[src/hdl/ogbm_pkg.sv]
// ----------------------------------------------------------------------------
// ogbm_pkg
// Shared types and constants of the overlap group box merge block.
// ----------------------------------------------------------------------------
package ogbm_pkg;

	localparam int IN_BITS  = 16;  // request coordinate width, two's complement
	localparam int OUT_BITS = 12;  // result coordinate width
	localparam int DIM_BITS = 13;  // image size register width

	// register indexes (byte address bit 2)
	localparam logic REG_IMAGE_WIDTH  = 1'b0;
	localparam logic REG_IMAGE_HEIGHT = 1'b1;

	localparam logic [DIM_BITS-1:0] WIDTH_RESET  = 13'd640;
	localparam logic [DIM_BITS-1:0] HEIGHT_RESET = 13'd480;

	// coordinate slots inside a stored box
	localparam int C_LEFT   = 0;
	localparam int C_TOP    = 1;
	localparam int C_RIGHT  = 2;
	localparam int C_BOTTOM = 3;

	typedef struct packed {
		logic signed [IN_BITS-1:0] left_edge;
		logic signed [IN_BITS-1:0] top_edge;
		logic signed [IN_BITS-1:0] right_edge;
		logic signed [IN_BITS-1:0] bottom_edge;
		logic                      final_box;
	} box_req_t;

	typedef struct packed {
		logic [OUT_BITS-1:0] merged_left;
		logic [OUT_BITS-1:0] merged_top;
		logic [OUT_BITS-1:0] merged_right;
		logic [OUT_BITS-1:0] merged_bottom;
		logic                last_group;
		logic                boxes_dropped;
	} merge_res_t;

endpackage

[src/hdl/overlap_group_box_merge.sv]
// ----------------------------------------------------------------------------
// overlap_group_box_merge
// Stores clamped detection boxes, then after the final box of a frame
// groups overlapping boxes into connected sets and emits one enclosing
// rectangle per set, in order of each set's lowest-indexed box.
// ----------------------------------------------------------------------------
//
// Channel   Direction  Handshake                          Payload
// request   in         start & !busy                      box (box_req_t)
// result    out        result_strobe, one cycle, no stall result (merge_res_t)
// config    in         APB write: psel & penable & pwrite image_width @0x0,
//                                                         image_height @0x4
//
// A box that is not final is stored (dropped and flagged if the store is
// full); busy stays low. The final box starts the grouping pass, busy high
// throughout. A root scan step reads store and marks, then checks the root;
// a box taken from the work queue is popped, read and latched, then gets one
// compare per index after the root, all through the single overlap compare
// unit and the box store read port. A flush state emits the last rectangle.
// Reset: clears box count, overflow flag and sequencer; no clearing pass,
// visited marks are cleared as each box is written into the store.
// Results leave on consecutive or spaced cycles; the receiver cannot stall.
// ----------------------------------------------------------------------------
module overlap_group_box_merge #(
	parameter int MAX_BOXES  = 64
) (
	input  logic                   clk,
	input  logic                   arst_n,
	// request
	input  logic                   start,
	output logic                   busy,
	input  ogbm_pkg::box_req_t     box,
	// result
	output logic                   result_strobe,
	output ogbm_pkg::merge_res_t   result,
	// configuration
	input  logic                   psel,
	input  logic                   penable,
	input  logic                   pwrite,
	input  logic [2:0]             paddr,
	input  logic [31:0]            pwdata,
	output logic [31:0]            prdata,
	output logic                   pready
);
	import ogbm_pkg::*;

	localparam int COORD_BITS = OUT_BITS;           // stored coordinate width
	localparam int IW = $clog2(MAX_BOXES);      // store index
	localparam int CW = $clog2(MAX_BOXES + 1);  // count, can hold MAX_BOXES
	localparam int BW = 4 * COORD_BITS;         // one stored box

	// sequencer states
	localparam logic [3:0] S_LOAD     = 4'd0;  // idle, taking boxes
	localparam logic [3:0] S_ROOT_RD  = 4'd1;  // read store/marks at root index
	localparam logic [3:0] S_ROOT_CHK = 4'd2;  // new group if root not visited
	localparam logic [3:0] S_POP      = 4'd3;  // read work queue head
	localparam logic [3:0] S_CUR_RD   = 4'd4;  // read store at popped index
	localparam logic [3:0] S_CUR_LD   = 4'd5;  // latch current box, start sweep
	localparam logic [3:0] S_SWEEP    = 4'd6;  // one compare per index after the root
	localparam logic [3:0] S_NEXT     = 4'd7;  // more work, or group done
	localparam logic [3:0] S_FLUSH    = 4'd8;  // emit last rectangle

	logic [3:0] state_q;

	// configuration
	logic [DIM_BITS-1:0] width_q, height_q;
	logic                cfg_wr;

	// control
	logic [CW-1:0] count_q, i_q, j_q, head_q, tail_q;
	logic          overflow_q, pend_vld_q;

	// payload
	logic [3:0][COORD_BITS-1:0] ext_q, pend_q, cur_q;
	logic [3:0][COORD_BITS-1:0] clamped, grown, box_rd;
	merge_res_t                 res_d;

	// memory ports
	logic          box_we, vis_we, vis_wdata, vis_rdata, q_we;
	logic [IW-1:0] box_waddr, box_raddr, vis_waddr, vis_raddr, q_waddr, q_raddr;
	logic [IW-1:0] q_wdata, q_rdata;
	logic [BW-1:0] box_rdata;

	logic accept, link, hit, res_load, res_last;
	logic [CW-1:0] i_nx, j_nx;

	assign accept = start && !busy;
	assign busy   = (state_q != S_LOAD);
	assign box_rd = box_rdata;
	assign i_nx   = i_q + CW'(1);
	assign j_nx   = j_q + CW'(1);
	assign hit    = (state_q == S_SWEEP) && link && !vis_rdata;

	// ---------------------------------------------------------------- config
	assign pready = 1'b1;
	assign cfg_wr = psel && penable && pwrite && pready;

	always_comb begin
		unique case (paddr[2])
			REG_IMAGE_WIDTH:  prdata = 32'(width_q);
			REG_IMAGE_HEIGHT: prdata = 32'(height_q);
			default:          prdata = '0;
		endcase
	end

	always_ff @(posedge clk or negedge arst_n) begin
		if (!arst_n) begin
			width_q  <= WIDTH_RESET;
			height_q <= HEIGHT_RESET;
		end else if (cfg_wr) begin
			unique case (paddr[2])
				REG_IMAGE_WIDTH:  width_q  <= pwdata[DIM_BITS-1:0];
				REG_IMAGE_HEIGHT: height_q <= pwdata[DIM_BITS-1:0];
				default: ;
			endcase
		end
	end

	// ------------------------------------------------------- datapath units
	ogbm_clamp #(.COORD_BITS(COORD_BITS)) u_clamp (
		.req          (box),
		.image_width  (width_q),
		.image_height (height_q),
		.box          (clamped)
	);

	// the one overlap compare, shared by every pair of the pass
	ogbm_link #(.COORD_BITS(COORD_BITS)) u_link (
		.box_a (cur_q),
		.box_b (box_rd),
		.link  (link)
	);

	always_comb begin
		grown[C_LEFT]   = (box_rd[C_LEFT] < ext_q[C_LEFT]) ? box_rd[C_LEFT] : ext_q[C_LEFT];
		grown[C_TOP]    = (box_rd[C_TOP] < ext_q[C_TOP]) ? box_rd[C_TOP] : ext_q[C_TOP];
		grown[C_RIGHT]  = (box_rd[C_RIGHT] > ext_q[C_RIGHT]) ? box_rd[C_RIGHT]
		                                                     : ext_q[C_RIGHT];
		grown[C_BOTTOM] = (box_rd[C_BOTTOM] > ext_q[C_BOTTOM]) ? box_rd[C_BOTTOM]
		                                                       : ext_q[C_BOTTOM];
	end

	// -------------------------------------------------------------- memories
	// read addresses are issued in the state before the one using the data
	always_comb begin
		case (state_q)
			S_CUR_RD: box_raddr = q_rdata;
			S_CUR_LD: box_raddr = i_nx[IW-1:0];
			S_SWEEP:  box_raddr = j_nx[IW-1:0];
			default:  box_raddr = i_q[IW-1:0];
		endcase
		vis_raddr = box_raddr;
		q_raddr   = head_q[IW-1:0];
	end

	always_comb begin
		box_we    = accept && (count_q < CW'(MAX_BOXES));
		box_waddr = count_q[IW-1:0];
		vis_we    = 1'b0;
		vis_waddr = count_q[IW-1:0];
		vis_wdata = 1'b0;  // mark cleared as the box is stored
		q_we      = 1'b0;
		q_waddr   = tail_q[IW-1:0];
		q_wdata   = j_q[IW-1:0];
		case (state_q)
			S_LOAD: begin
				vis_we = box_we;
			end
			S_ROOT_CHK: begin
				vis_we    = !vis_rdata;
				vis_waddr = i_q[IW-1:0];
				vis_wdata = 1'b1;
				q_we      = !vis_rdata;
				q_waddr   = '0;
				q_wdata   = i_q[IW-1:0];
			end
			S_SWEEP: begin
				vis_we    = hit;
				vis_waddr = j_q[IW-1:0];
				vis_wdata = 1'b1;
				q_we      = hit;
			end
			default: ;
		endcase
	end

	ogbm_ram #(.WIDTH(BW), .DEPTH(MAX_BOXES)) u_box_store (
		.clk   (clk),
		.we    (box_we),
		.waddr (box_waddr),
		.wdata (clamped),
		.raddr (box_raddr),
		.rdata (box_rdata)
	);

	ogbm_ram #(.WIDTH(1), .DEPTH(MAX_BOXES)) u_visited (
		.clk   (clk),
		.we    (vis_we),
		.waddr (vis_waddr),
		.wdata (vis_wdata),
		.raddr (vis_raddr),
		.rdata (vis_rdata)
	);

	ogbm_ram #(.WIDTH(IW), .DEPTH(MAX_BOXES)) u_queue (
		.clk   (clk),
		.we    (q_we),
		.waddr (q_waddr),
		.wdata (q_wdata),
		.raddr (q_raddr),
		.rdata (q_rdata)
	);

	// ------------------------------------------------------------- sequencer
	// a finished group waits in pend_q until the next one closes or the flush, so the
	// last rectangle of the frame can carry last_group
	assign res_load = ((state_q == S_NEXT) && (head_q == tail_q) && pend_vld_q)
	                  || (state_q == S_FLUSH);
	assign res_last = (state_q == S_FLUSH);

	always_ff @(posedge clk or negedge arst_n) begin
		if (!arst_n) begin
			state_q       <= S_LOAD;
			count_q       <= '0;
			overflow_q    <= 1'b0;
			pend_vld_q    <= 1'b0;
			i_q           <= '0;
			j_q           <= '0;
			head_q        <= '0;
			tail_q        <= '0;
			result_strobe <= 1'b0;
		end else begin
			result_strobe <= res_load;
			unique case (state_q)
				S_LOAD: begin
					if (accept) begin
						if (box_we) begin
							count_q <= count_q + CW'(1);
						end else begin
							overflow_q <= 1'b1;
						end
						if (box.final_box) begin
							i_q     <= '0;
							state_q <= S_ROOT_RD;
						end
					end
				end
				S_ROOT_RD: begin
					state_q <= S_ROOT_CHK;
				end
				S_ROOT_CHK: begin
					if (!vis_rdata) begin
						head_q  <= '0;
						tail_q  <= CW'(1);
						state_q <= S_POP;
					end else begin
						i_q     <= i_nx;
						state_q <= (i_nx == count_q) ? S_FLUSH : S_ROOT_RD;
					end
				end
				S_POP: begin
					head_q  <= head_q + CW'(1);
					state_q <= S_CUR_RD;
				end
				S_CUR_RD: begin
					state_q <= S_CUR_LD;
				end
				S_CUR_LD: begin
					j_q     <= i_nx;
					state_q <= (i_nx < count_q) ? S_SWEEP : S_NEXT;
				end
				S_SWEEP: begin
					if (hit) begin
						tail_q <= tail_q + CW'(1);
					end
					j_q     <= j_nx;
					state_q <= (j_nx < count_q) ? S_SWEEP : S_NEXT;
				end
				S_NEXT: begin
					if (head_q != tail_q) begin
						state_q <= S_POP;
					end else begin
						pend_vld_q <= 1'b1;
						i_q        <= i_nx;
						state_q    <= (i_nx == count_q) ? S_FLUSH : S_ROOT_RD;
					end
				end
				S_FLUSH: begin
					count_q    <= '0;
					overflow_q <= 1'b0;
					pend_vld_q <= 1'b0;
					state_q    <= S_LOAD;
				end
				default: begin
					state_q <= S_LOAD;
				end
			endcase
		end
	end

	// --------------------------------------------------------- payload regs
	always_comb begin
		res_d.merged_left   = OUT_BITS'(pend_q[C_LEFT]);
		res_d.merged_top    = OUT_BITS'(pend_q[C_TOP]);
		res_d.merged_right  = OUT_BITS'(pend_q[C_RIGHT]);
		res_d.merged_bottom = OUT_BITS'(pend_q[C_BOTTOM]);
		res_d.last_group    = res_last;
		res_d.boxes_dropped = overflow_q;
	end

	always_ff @(posedge clk) begin
		if ((state_q == S_ROOT_CHK) && !vis_rdata) begin
			ext_q <= box_rd;
		end else if (hit) begin
			ext_q <= grown;
		end
		if (state_q == S_CUR_LD) begin
			cur_q <= box_rd;
		end
		if ((state_q == S_NEXT) && (head_q == tail_q)) begin
			pend_q <= ext_q;
		end
		if (res_load) begin
			result <= res_d;
		end
	end

endmodule

[src/hdl/ogbm_ram.sv]
// ----------------------------------------------------------------------------
// ogbm_ram
// Generic single write, single read RAM with registered read data.
// ----------------------------------------------------------------------------
module ogbm_ram #(
	parameter int WIDTH = 8,
	parameter int DEPTH = 64
) (
	input  logic                     clk,
	input  logic                     we,
	input  logic [$clog2(DEPTH)-1:0] waddr,
	input  logic [WIDTH-1:0]         wdata,
	input  logic [$clog2(DEPTH)-1:0] raddr,
	output logic [WIDTH-1:0]         rdata
);

	logic [WIDTH-1:0] mem_q [DEPTH];

	always_ff @(posedge clk) begin
		if (we) begin
			mem_q[waddr] <= wdata;
		end
		rdata <= mem_q[raddr];
	end

endmodule

[src/hdl/ogbm_clamp.sv]
// ----------------------------------------------------------------------------
// ogbm_clamp
// Saturates the four request coordinates into the image.
// ----------------------------------------------------------------------------
module ogbm_clamp #(
	parameter int COORD_BITS = 12
) (
	input  ogbm_pkg::box_req_t                    req,
	input  logic [ogbm_pkg::DIM_BITS-1:0]         image_width,
	input  logic [ogbm_pkg::DIM_BITS-1:0]         image_height,
	output logic [3:0][COORD_BITS-1:0]            box
);
	import ogbm_pkg::*;

	// wide enough for 2^COORD_BITS, any register value and a positive coord
	localparam int CMP_BITS = IN_BITS + 1;
	localparam logic [CMP_BITS-1:0] LIMIT = CMP_BITS'(1) << COORD_BITS;

	logic [CMP_BITS-1:0]        w_eff, h_eff;
	logic [COORD_BITS-1:0]      w_hi, h_hi;
	logic signed [IN_BITS-1:0]  coord [4];

	always_comb begin
		w_eff = CMP_BITS'(image_width);
		if (w_eff == '0) begin
			w_eff = CMP_BITS'(1);
		end else if (w_eff > LIMIT) begin
			w_eff = LIMIT;
		end
		h_eff = CMP_BITS'(image_height);
		if (h_eff == '0) begin
			h_eff = CMP_BITS'(1);
		end else if (h_eff > LIMIT) begin
			h_eff = LIMIT;
		end
		w_hi = COORD_BITS'(w_eff - CMP_BITS'(1));
		h_hi = COORD_BITS'(h_eff - CMP_BITS'(1));
	end

	assign coord[C_LEFT]   = req.left_edge;
	assign coord[C_TOP]    = req.top_edge;
	assign coord[C_RIGHT]  = req.right_edge;
	assign coord[C_BOTTOM] = req.bottom_edge;

	always_comb begin
		for (int k = 0; k < 4; k++) begin
			logic [COORD_BITS-1:0] hi;
			hi = ((k == C_LEFT) || (k == C_RIGHT)) ? w_hi : h_hi;
			if (coord[k] < 0) begin
				box[k] = '0;
			end else if (CMP_BITS'(unsigned'(coord[k])) > CMP_BITS'(hi)) begin
				box[k] = hi;
			end else begin
				box[k] = COORD_BITS'(unsigned'(coord[k]));
			end
		end
	end

endmodule

[src/hdl/ogbm_link.sv]
// ----------------------------------------------------------------------------
// ogbm_link
// Overlap compare: two boxes link when their intersection is strictly
// positive in both width and height.
// ----------------------------------------------------------------------------
module ogbm_link #(
	parameter int COORD_BITS = 12
) (
	input  logic [3:0][COORD_BITS-1:0] box_a,
	input  logic [3:0][COORD_BITS-1:0] box_b,
	output logic                       link
);
	import ogbm_pkg::*;

	logic [COORD_BITS-1:0] il, it, ir, ib;

	always_comb begin
		il = (box_a[C_LEFT]   > box_b[C_LEFT])   ? box_a[C_LEFT]   : box_b[C_LEFT];
		it = (box_a[C_TOP]    > box_b[C_TOP])    ? box_a[C_TOP]    : box_b[C_TOP];
		ir = (box_a[C_RIGHT]  < box_b[C_RIGHT])  ? box_a[C_RIGHT]  : box_b[C_RIGHT];
		ib = (box_a[C_BOTTOM] < box_b[C_BOTTOM]) ? box_a[C_BOTTOM] : box_b[C_BOTTOM];
		link = (ir > il) && (ib > it);
	end

endmodule
[config.mk]
export PLATFORM = sky130hd
export DESIGN_NAME = overlap_group_box_merge
export DESIGN_NICKNAME = d
export VERILOG_FILES = /design/src/hdl/ogbm_pkg.sv /design/src/hdl/overlap_group_box_merge.sv /design/src/hdl/ogbm_ram.sv /design/src/hdl/ogbm_clamp.sv /design/src/hdl/ogbm_link.sv
export SDC_FILE = /design/constraint.sdc
export NUM_CORES = 2
export LEC_CHECK = 0
export BUFFER_PORTS_ARGS = -buffer_cell sky130_fd_sc_hd__buf_2
export CORE_MARGIN = 1.5
export CORE_UTILIZATION = 37
export DETAILED_ROUTE_END_ITERATION = 8
export HOLD_SLACK_MARGIN = 0.03
export PLACE_DENSITY = 0.56
export SETUP_SLACK_MARGIN = 0.02
export SLEW_MARGIN = 10
export SYNTH_ARGS = -nofsm -noshare
export SYNTH_HDL_FRONTEND = slang
export SYNTH_HIERARCHICAL = 1
export SYNTH_SLANG_ARGS = --single-unit
[constraint.sdc]
create_clock -name clk -period 9.1 [get_ports clk]
set_clock_uncertainty 0.1 [all_clocks]
set_input_delay 0.91 -clock clk [delete_from_list [all_inputs] [get_ports clk]]
set_output_delay 0.91 -clock clk [all_outputs]
set_load 0.02 [all_outputs]
Word level (Yosys, flattened, before mapping)

Memories as Yosys holds them, arrays and structs flattened. A register that Yosys moved wholly into a read port is not among the register bits.
Cells that the tools add are included.

Register bits after elaboration: 262
Bits in writable memories: 3520
Input port bits: 106
Output and inout port bits: 85
Word-level logic and storage cells: 187
Memories kept: 3

Add/sub/neg operators: 7
Magnitude comparators: 23
Equality and inequality tests: 19
Muxes and demuxes: 63
Bitwise operators: 1
Reduce and logical (&&, ||, !) cells: 42

Memory list:

| memory            | words | bits a word | read ports | clocked after Yosys merged registers in | write ports | line           | text |
|---|---|---|---|---|---|---|---|
| u_box_store.mem_q | 64    | 48          | 1          | 1                                       | 1           | ogbm_ram.sv:17 | `logic [WIDTH-1:0] mem_q [DEPTH];` |
| u_queue.mem_q     | 64    | 6           | 1          | 1                                       | 1           | ogbm_ram.sv:17 |  |
| u_visited.mem_q   | 64    | 1           | 1          | 1                                       | 1           | ogbm_ram.sv:17 |  |

Operators by type and width:

| operator              | count |
|---|---|
| $mux 12               | 20 |
| $mux 48               | 2 |
| $gt 12x12->1          | 6 |
| $gt 16x12->1          | 4 |
| $lt 16x1->1 const B   | 4 |
| $pmux 32 s2           | 1 |
| $mux 7                | 9 |
| $pmux 7 s2            | 4 |
| $lt 12x12->1          | 4 |
| $add 7x1->7 const B   | 5 |
| $pmux 4 s8            | 1 |
| $gt 13x13->1 const B  | 2 |
| $logic_not 13->1      | 2 |
| $sub 12x1->12 const B | 2 |
| $pmux 7 s3            | 1 |
| $mux 4                | 5 |
| $reduce_bool 2->1     | 10 |
| $pmux 6 s3            | 1 |
| $reduce_and 2->1      | 9 |
| $eq 4x3->1 const B    | 4 |
| $eq 7x7->1            | 2 |
| $lt 7x7->1            | 2 |
| $ne 2x2->1 const B    | 7 |
| $mux 1                | 12 |
| other kinds (20)      | 36 |

Longest topological paths before layout

Word-level depth: 9
Depth in mapped cells: 22
Depth with buffers taken out: 20

By module

Netlist, hierarchy kept.

By module, submodules not included:

| module                  | times used | cells an instance | area an instance (µm²) |
|---|---|---|---|
| ogbm_ram (u_box_store)  | 1          | 4970              | 117117.3 |
| ogbm_ram (u_queue)      | 1          | 720               | 15225.9 |
| overlap_group_box_merge | 1          | 794               | 11360.9 |
| ogbm_ram (u_visited)    | 1          | 204               | 2914.0 |
| ogbm_clamp              | 1          | 390               | 2630.0 |
| ogbm_link               | 1          | 276               | 2190.9 |

Worst setup path after synthesis

No wires, ideal clock.

Kind: flip-flop to flip-flop
From: register width_q[3]
To: memory u_box_store/mem_q[0][25] (netlist bit), data pin
Data arrival time: 6.928 ns
Slack: 1.166 ns
Cell stages (with the launch flop): 17
Path through: dfrtp_1 > nor3_1 > nand4_1 > nor2_1 > o21ai_0 > ha_1 > clkbuf_1 > nand2_1 > mux2i_1 > a21o_1 > ha_1 > nand4_1 > o31ai_1 > maj3_1 > a211oi_1 > clkbuf_1 > o41ai_1

RTL lines:

| element                  | line                           | text |
|---|---|---|
| start: declaration       | overlap_group_box_merge.sv:66  | `logic [DIM_BITS-1:0] width_q, height_q;` |
| start signal: assignment | overlap_group_box_merge.sv:112 | `REG_IMAGE_WIDTH: width_q <= pwdata[DIM_BITS-1:0];` |
| end: declaration         | ogbm_ram.sv:17                 |  |

==> impl_metrics.json <==
{
  "status": "completed",
  "drtIter0Drc": 9300,
  "final_cell_mix": "edfxtp_1 (3,714), mux4_2 (851), clkbuf_16 (400)",
  "die_h_um": 642.8,
  "vias": 76890,
  "power_density_nw_per_um2": 218.3,
  "grt_max_degree": 93,
  "switching_power_mw": 8.216,
  "worst_slew_pin_slew_ns": 1.336,
  "end_kind": "register",
  "slew_viol_final": 0,
  "p_sw_frac": 0.2176,
  "fmax_ghz": 0.1452,
  "drt_wl_total_um": 402200,
  "viasPerCell": 5.682,
  "numCtsBuffers": 396,
  "clkLatencyLatePin_ns": 0.96,
  "hpwl_um": 228400,
  "clkPwrFrac": 0.420,
  "worst_ir_drop_vdd_mv": 0.1679,
  "grt_pass1_vias": 77670,
  "ys.flop_type": "edfxtp_1",
  "fillCellCount": 35220,
  "ios": 191,
  "drv_cap": 0,
  "io_buffers": 149,
  "post-route-min-period_ns": 6.887,
  "utilization": 0.4249,
  "ant_nets": 0,
  "synth-seq-cells": 3837,
  "ys_seq_area_frac": 0.7550,
  "yosysUniqueCellTypes": 97,
  "async_flop_share": 0.01772,
  "whs_ns": 0.1029,
  "synth_edf_count": 3714,
  "crit_required_ns": 9.57,
  "comb_power_share": 0.045,
  "cp-start-kind": "register",
  "overflow": 0,
  "grt_pass1_wl_um": 570000,
  "drc": 0,
  "criticalPathCategory": "register to register",
  "slew_headroom": 0.1095,
  "fin_nets": 8057,
  "drt-pass1-iter-count": 5,
  "cp_max_fo": 64,
  "rsz0062_at_grt": "false",
  "ys_warn_count": 6,
  "finalHoldViolCount": 0,
  "track_usage": 0.1903,
  "clock-sinks": 3837,
  "path_clk_slew_ns": 0.06,
  "synth_top_family_by_area": "multiplexers",
  "gp_congestion": 0.8317,
  "cts-root-buf": "clkbuf_16",
  "grt_antenna_before_repair": 34,
  "area_growth_syn_to_layout_pct": 14.18,
  "die_x_um": 642.8,
  "hp-class": "primary input to register",
  "synthMuxAreaShare": 0.1432,
  "cts_resized": 0,
  "drive_gt1_frac": 0.2553,
  "die-area_um2": 413100,
  "core_um2": 407000,
  "yosys.area_share.simple": 0.02652,
  "period_share": 0.7568,
  "syn_area_um2": 151400,
  "setup_viol": 0,
  "rows": 234,
  "wl_per_cell_um": 29.72,
  "syn_inst": 7354,
  "final_common_cell": "edfxtp_1",
  "synthAdderAreaFrac": 0.01461,
  "tns_ns": 0,
  "power.static_leakage_nw": 55.83,
  "syn_area_per_cell_um2": 20.59,
  "clk_path_buf_depth": 4,
  "yosys.area_share.xor_xnor": 0.002198,
  "initial_core_util": 0.3721,
  "internal_power_mw": 29.54,
  "worstPathArrival_ns": 7.36,
  "htree_num_levels": 5,
  "cts_tree": "built",
  "pwr-share-seq": 0.535,
  "synth_compound_area_frac": 0.04068
}
[timing repair]
action                    4_1_cts  5_1_grt
hold buffers                    8        0
setup buffers                   0        0
hold endpoints to repair       37        0
[per-stage QoR]
| stage | cell area [um2] | setup WS, ns | instances | power [mW] |
|---|---|---|---|---|
| floorplan | 151500 | 1.166 | 7372 | 21.48 |
| global placement | 160200 | 2.565 | 12800 | 22.14 |
| detailed placement | 160200 | 2.424 | 12800 | 22.26 |
| CTS | 172900 | 2.358 | 13520 | 38.06 |
| global route | 172900 | 1.698 | 13520 | 38.85 |
| finish | 172900 | 2.213 | 13530 | 37.75 |
[worst paths after layout]
kind	startpoint	end	slack, ns	cells past startpoint
min reg2reg	pend_q[28]	result[18]	0.32	0
min in group asynchronous	arst_n	height_q[9]	0.32	2
min	pwdata[12]	width_q[12]	0.10	2
max	width_q[4]	u_box_store/mem_q[3][29]	2.21	16
max in group asynchronous	arst_n	head_q[1]	7.25	3
max reg2reg	width_q[4]	u_box_store/mem_q[3][29]	2.21	16
[Yosys cell counts (8+ instances only)]
cell,count,area share
or2_2,9,0.00037
buf_6,21,0.0016
a31oi_1,11,0.00045
o21ai_0,45,0.0015
nand2_1,152,0.0038
nand4_1,42,0.0017
a22oi_1,79,0.0039
ha_1,176,0.015
mux2i_1,112,0.0074
edfxtp_1,3714,0.74
a211oi_1,58,0.0029
a311oi_1,13,0.00075
or3_1,15,0.00062
and3_1,10,0.00041
nor2_1,343,0.0085
nor4_1,10,0.00041
buf_2,121,0.0040
inv_1,133,0.0033
o221ai_1,43,0.0025
xor2_1,19,0.0011
o211ai_1,9,0.00045
buf_1,13,0.00032
o22ai_1,142,0.0059
dfrtp_1,62,0.010
a21o_1,32,0.0016
buf_4,87,0.0043
a22o_1,66,0.0038
clkbuf_1,153,0.0038
a221oi_1,87,0.0050
nor3_1,26,0.00086
mux4_2,851,0.13
nand2b_1,35,0.0014
dfxtp_1,55,0.0073
nor2b_1,56,0.0023
o31ai_1,33,0.0016
o21ai_1,8,0.00026
mux2_2,92,0.0068
xnor2_1,19,0.0011
nand3b_1,15,0.00074
nand3_1,70,0.0023
mux4_1,13,0.0023
a21oi_1,166,0.0055
[power by group through the flow]
stage | registers (mW) | logic [mW] | clock network (mW)
2_1_floorplan | 20.6 | 0.838 | 0
3_3_place_gp | 20.6 | 1.57 | 0
3_5_place_dp | 20.6 | 1.69 | 0
4_1_cts | 20.2 | 1.69 | 16.2
5_1_grt | 20.2 | 1.84 | 16.8
6_report | 20.2 | 1.69 | 15.9
[final cells by class]
class,count,area (um2),share of cell area
sequential,3837,114300,0.6613
tap,5428,6792,0.03928
multi-input combinational,3002,35710,0.2065
clock buffer,499,10430,0.06033
clock inverter,219,2203,0.01274
antenna,10,25.02,0.0001447
timing repair buffer,404,2908,0.01682
inverter,134,503.0,0.002909
[state kept, by name (all words and copies together), names as in the netlist, 13 cells and up]
register	flops
result	50
pend_q	48
height_q	13
cur_q	48
u_box_store/rdata	48
u_queue/mem_q	384
width_q	13
u_box_store/mem_q	3072
ext_q	48
u_visited/mem_q	64
[logic make-up after synthesis]
| kind of cell | Yosys count |
|---|---|
| compound gates | 863 |
| xor+xnor | 38 |
| fa+ha+maj | 177 |
| buf+inv | 533 |
| flops | 3837 |
| mux | 1070 |
| other cells | 2 |
| simple gates | 834 |
[layer usage]
metal  vias up  part of all wire  global-route usage  wire length [um]
met5         -           0.00014                   0                58
met4         8             0.022             0.04325              8691
met3       582             0.084             0.03537             33880
met2      3262              0.47              0.3017            187600
met1     41400              0.43              0.2735            172000
li1      31630                 -                   -                 -
[worst max-delay path: stages (launching register included)]
cell and delay [ns]:
dfrtp_1 0.44, nor3_1 0.54, nand4_1 0.28, nor2_1 0.15, o21ai_0 0.25, ha_1 0.41
xnor2_1 0.70, ha_1 0.38, o21ai_0 0.16, a21oi_1 0.07, nor4_1 0.24, o31ai_1 0.13
maj3_1 0.39, a211oi_2 0.69, nor2_1 0.48, a211oi_4 0.34, buf_4 0.61
(Power assumes the default switching activity.)
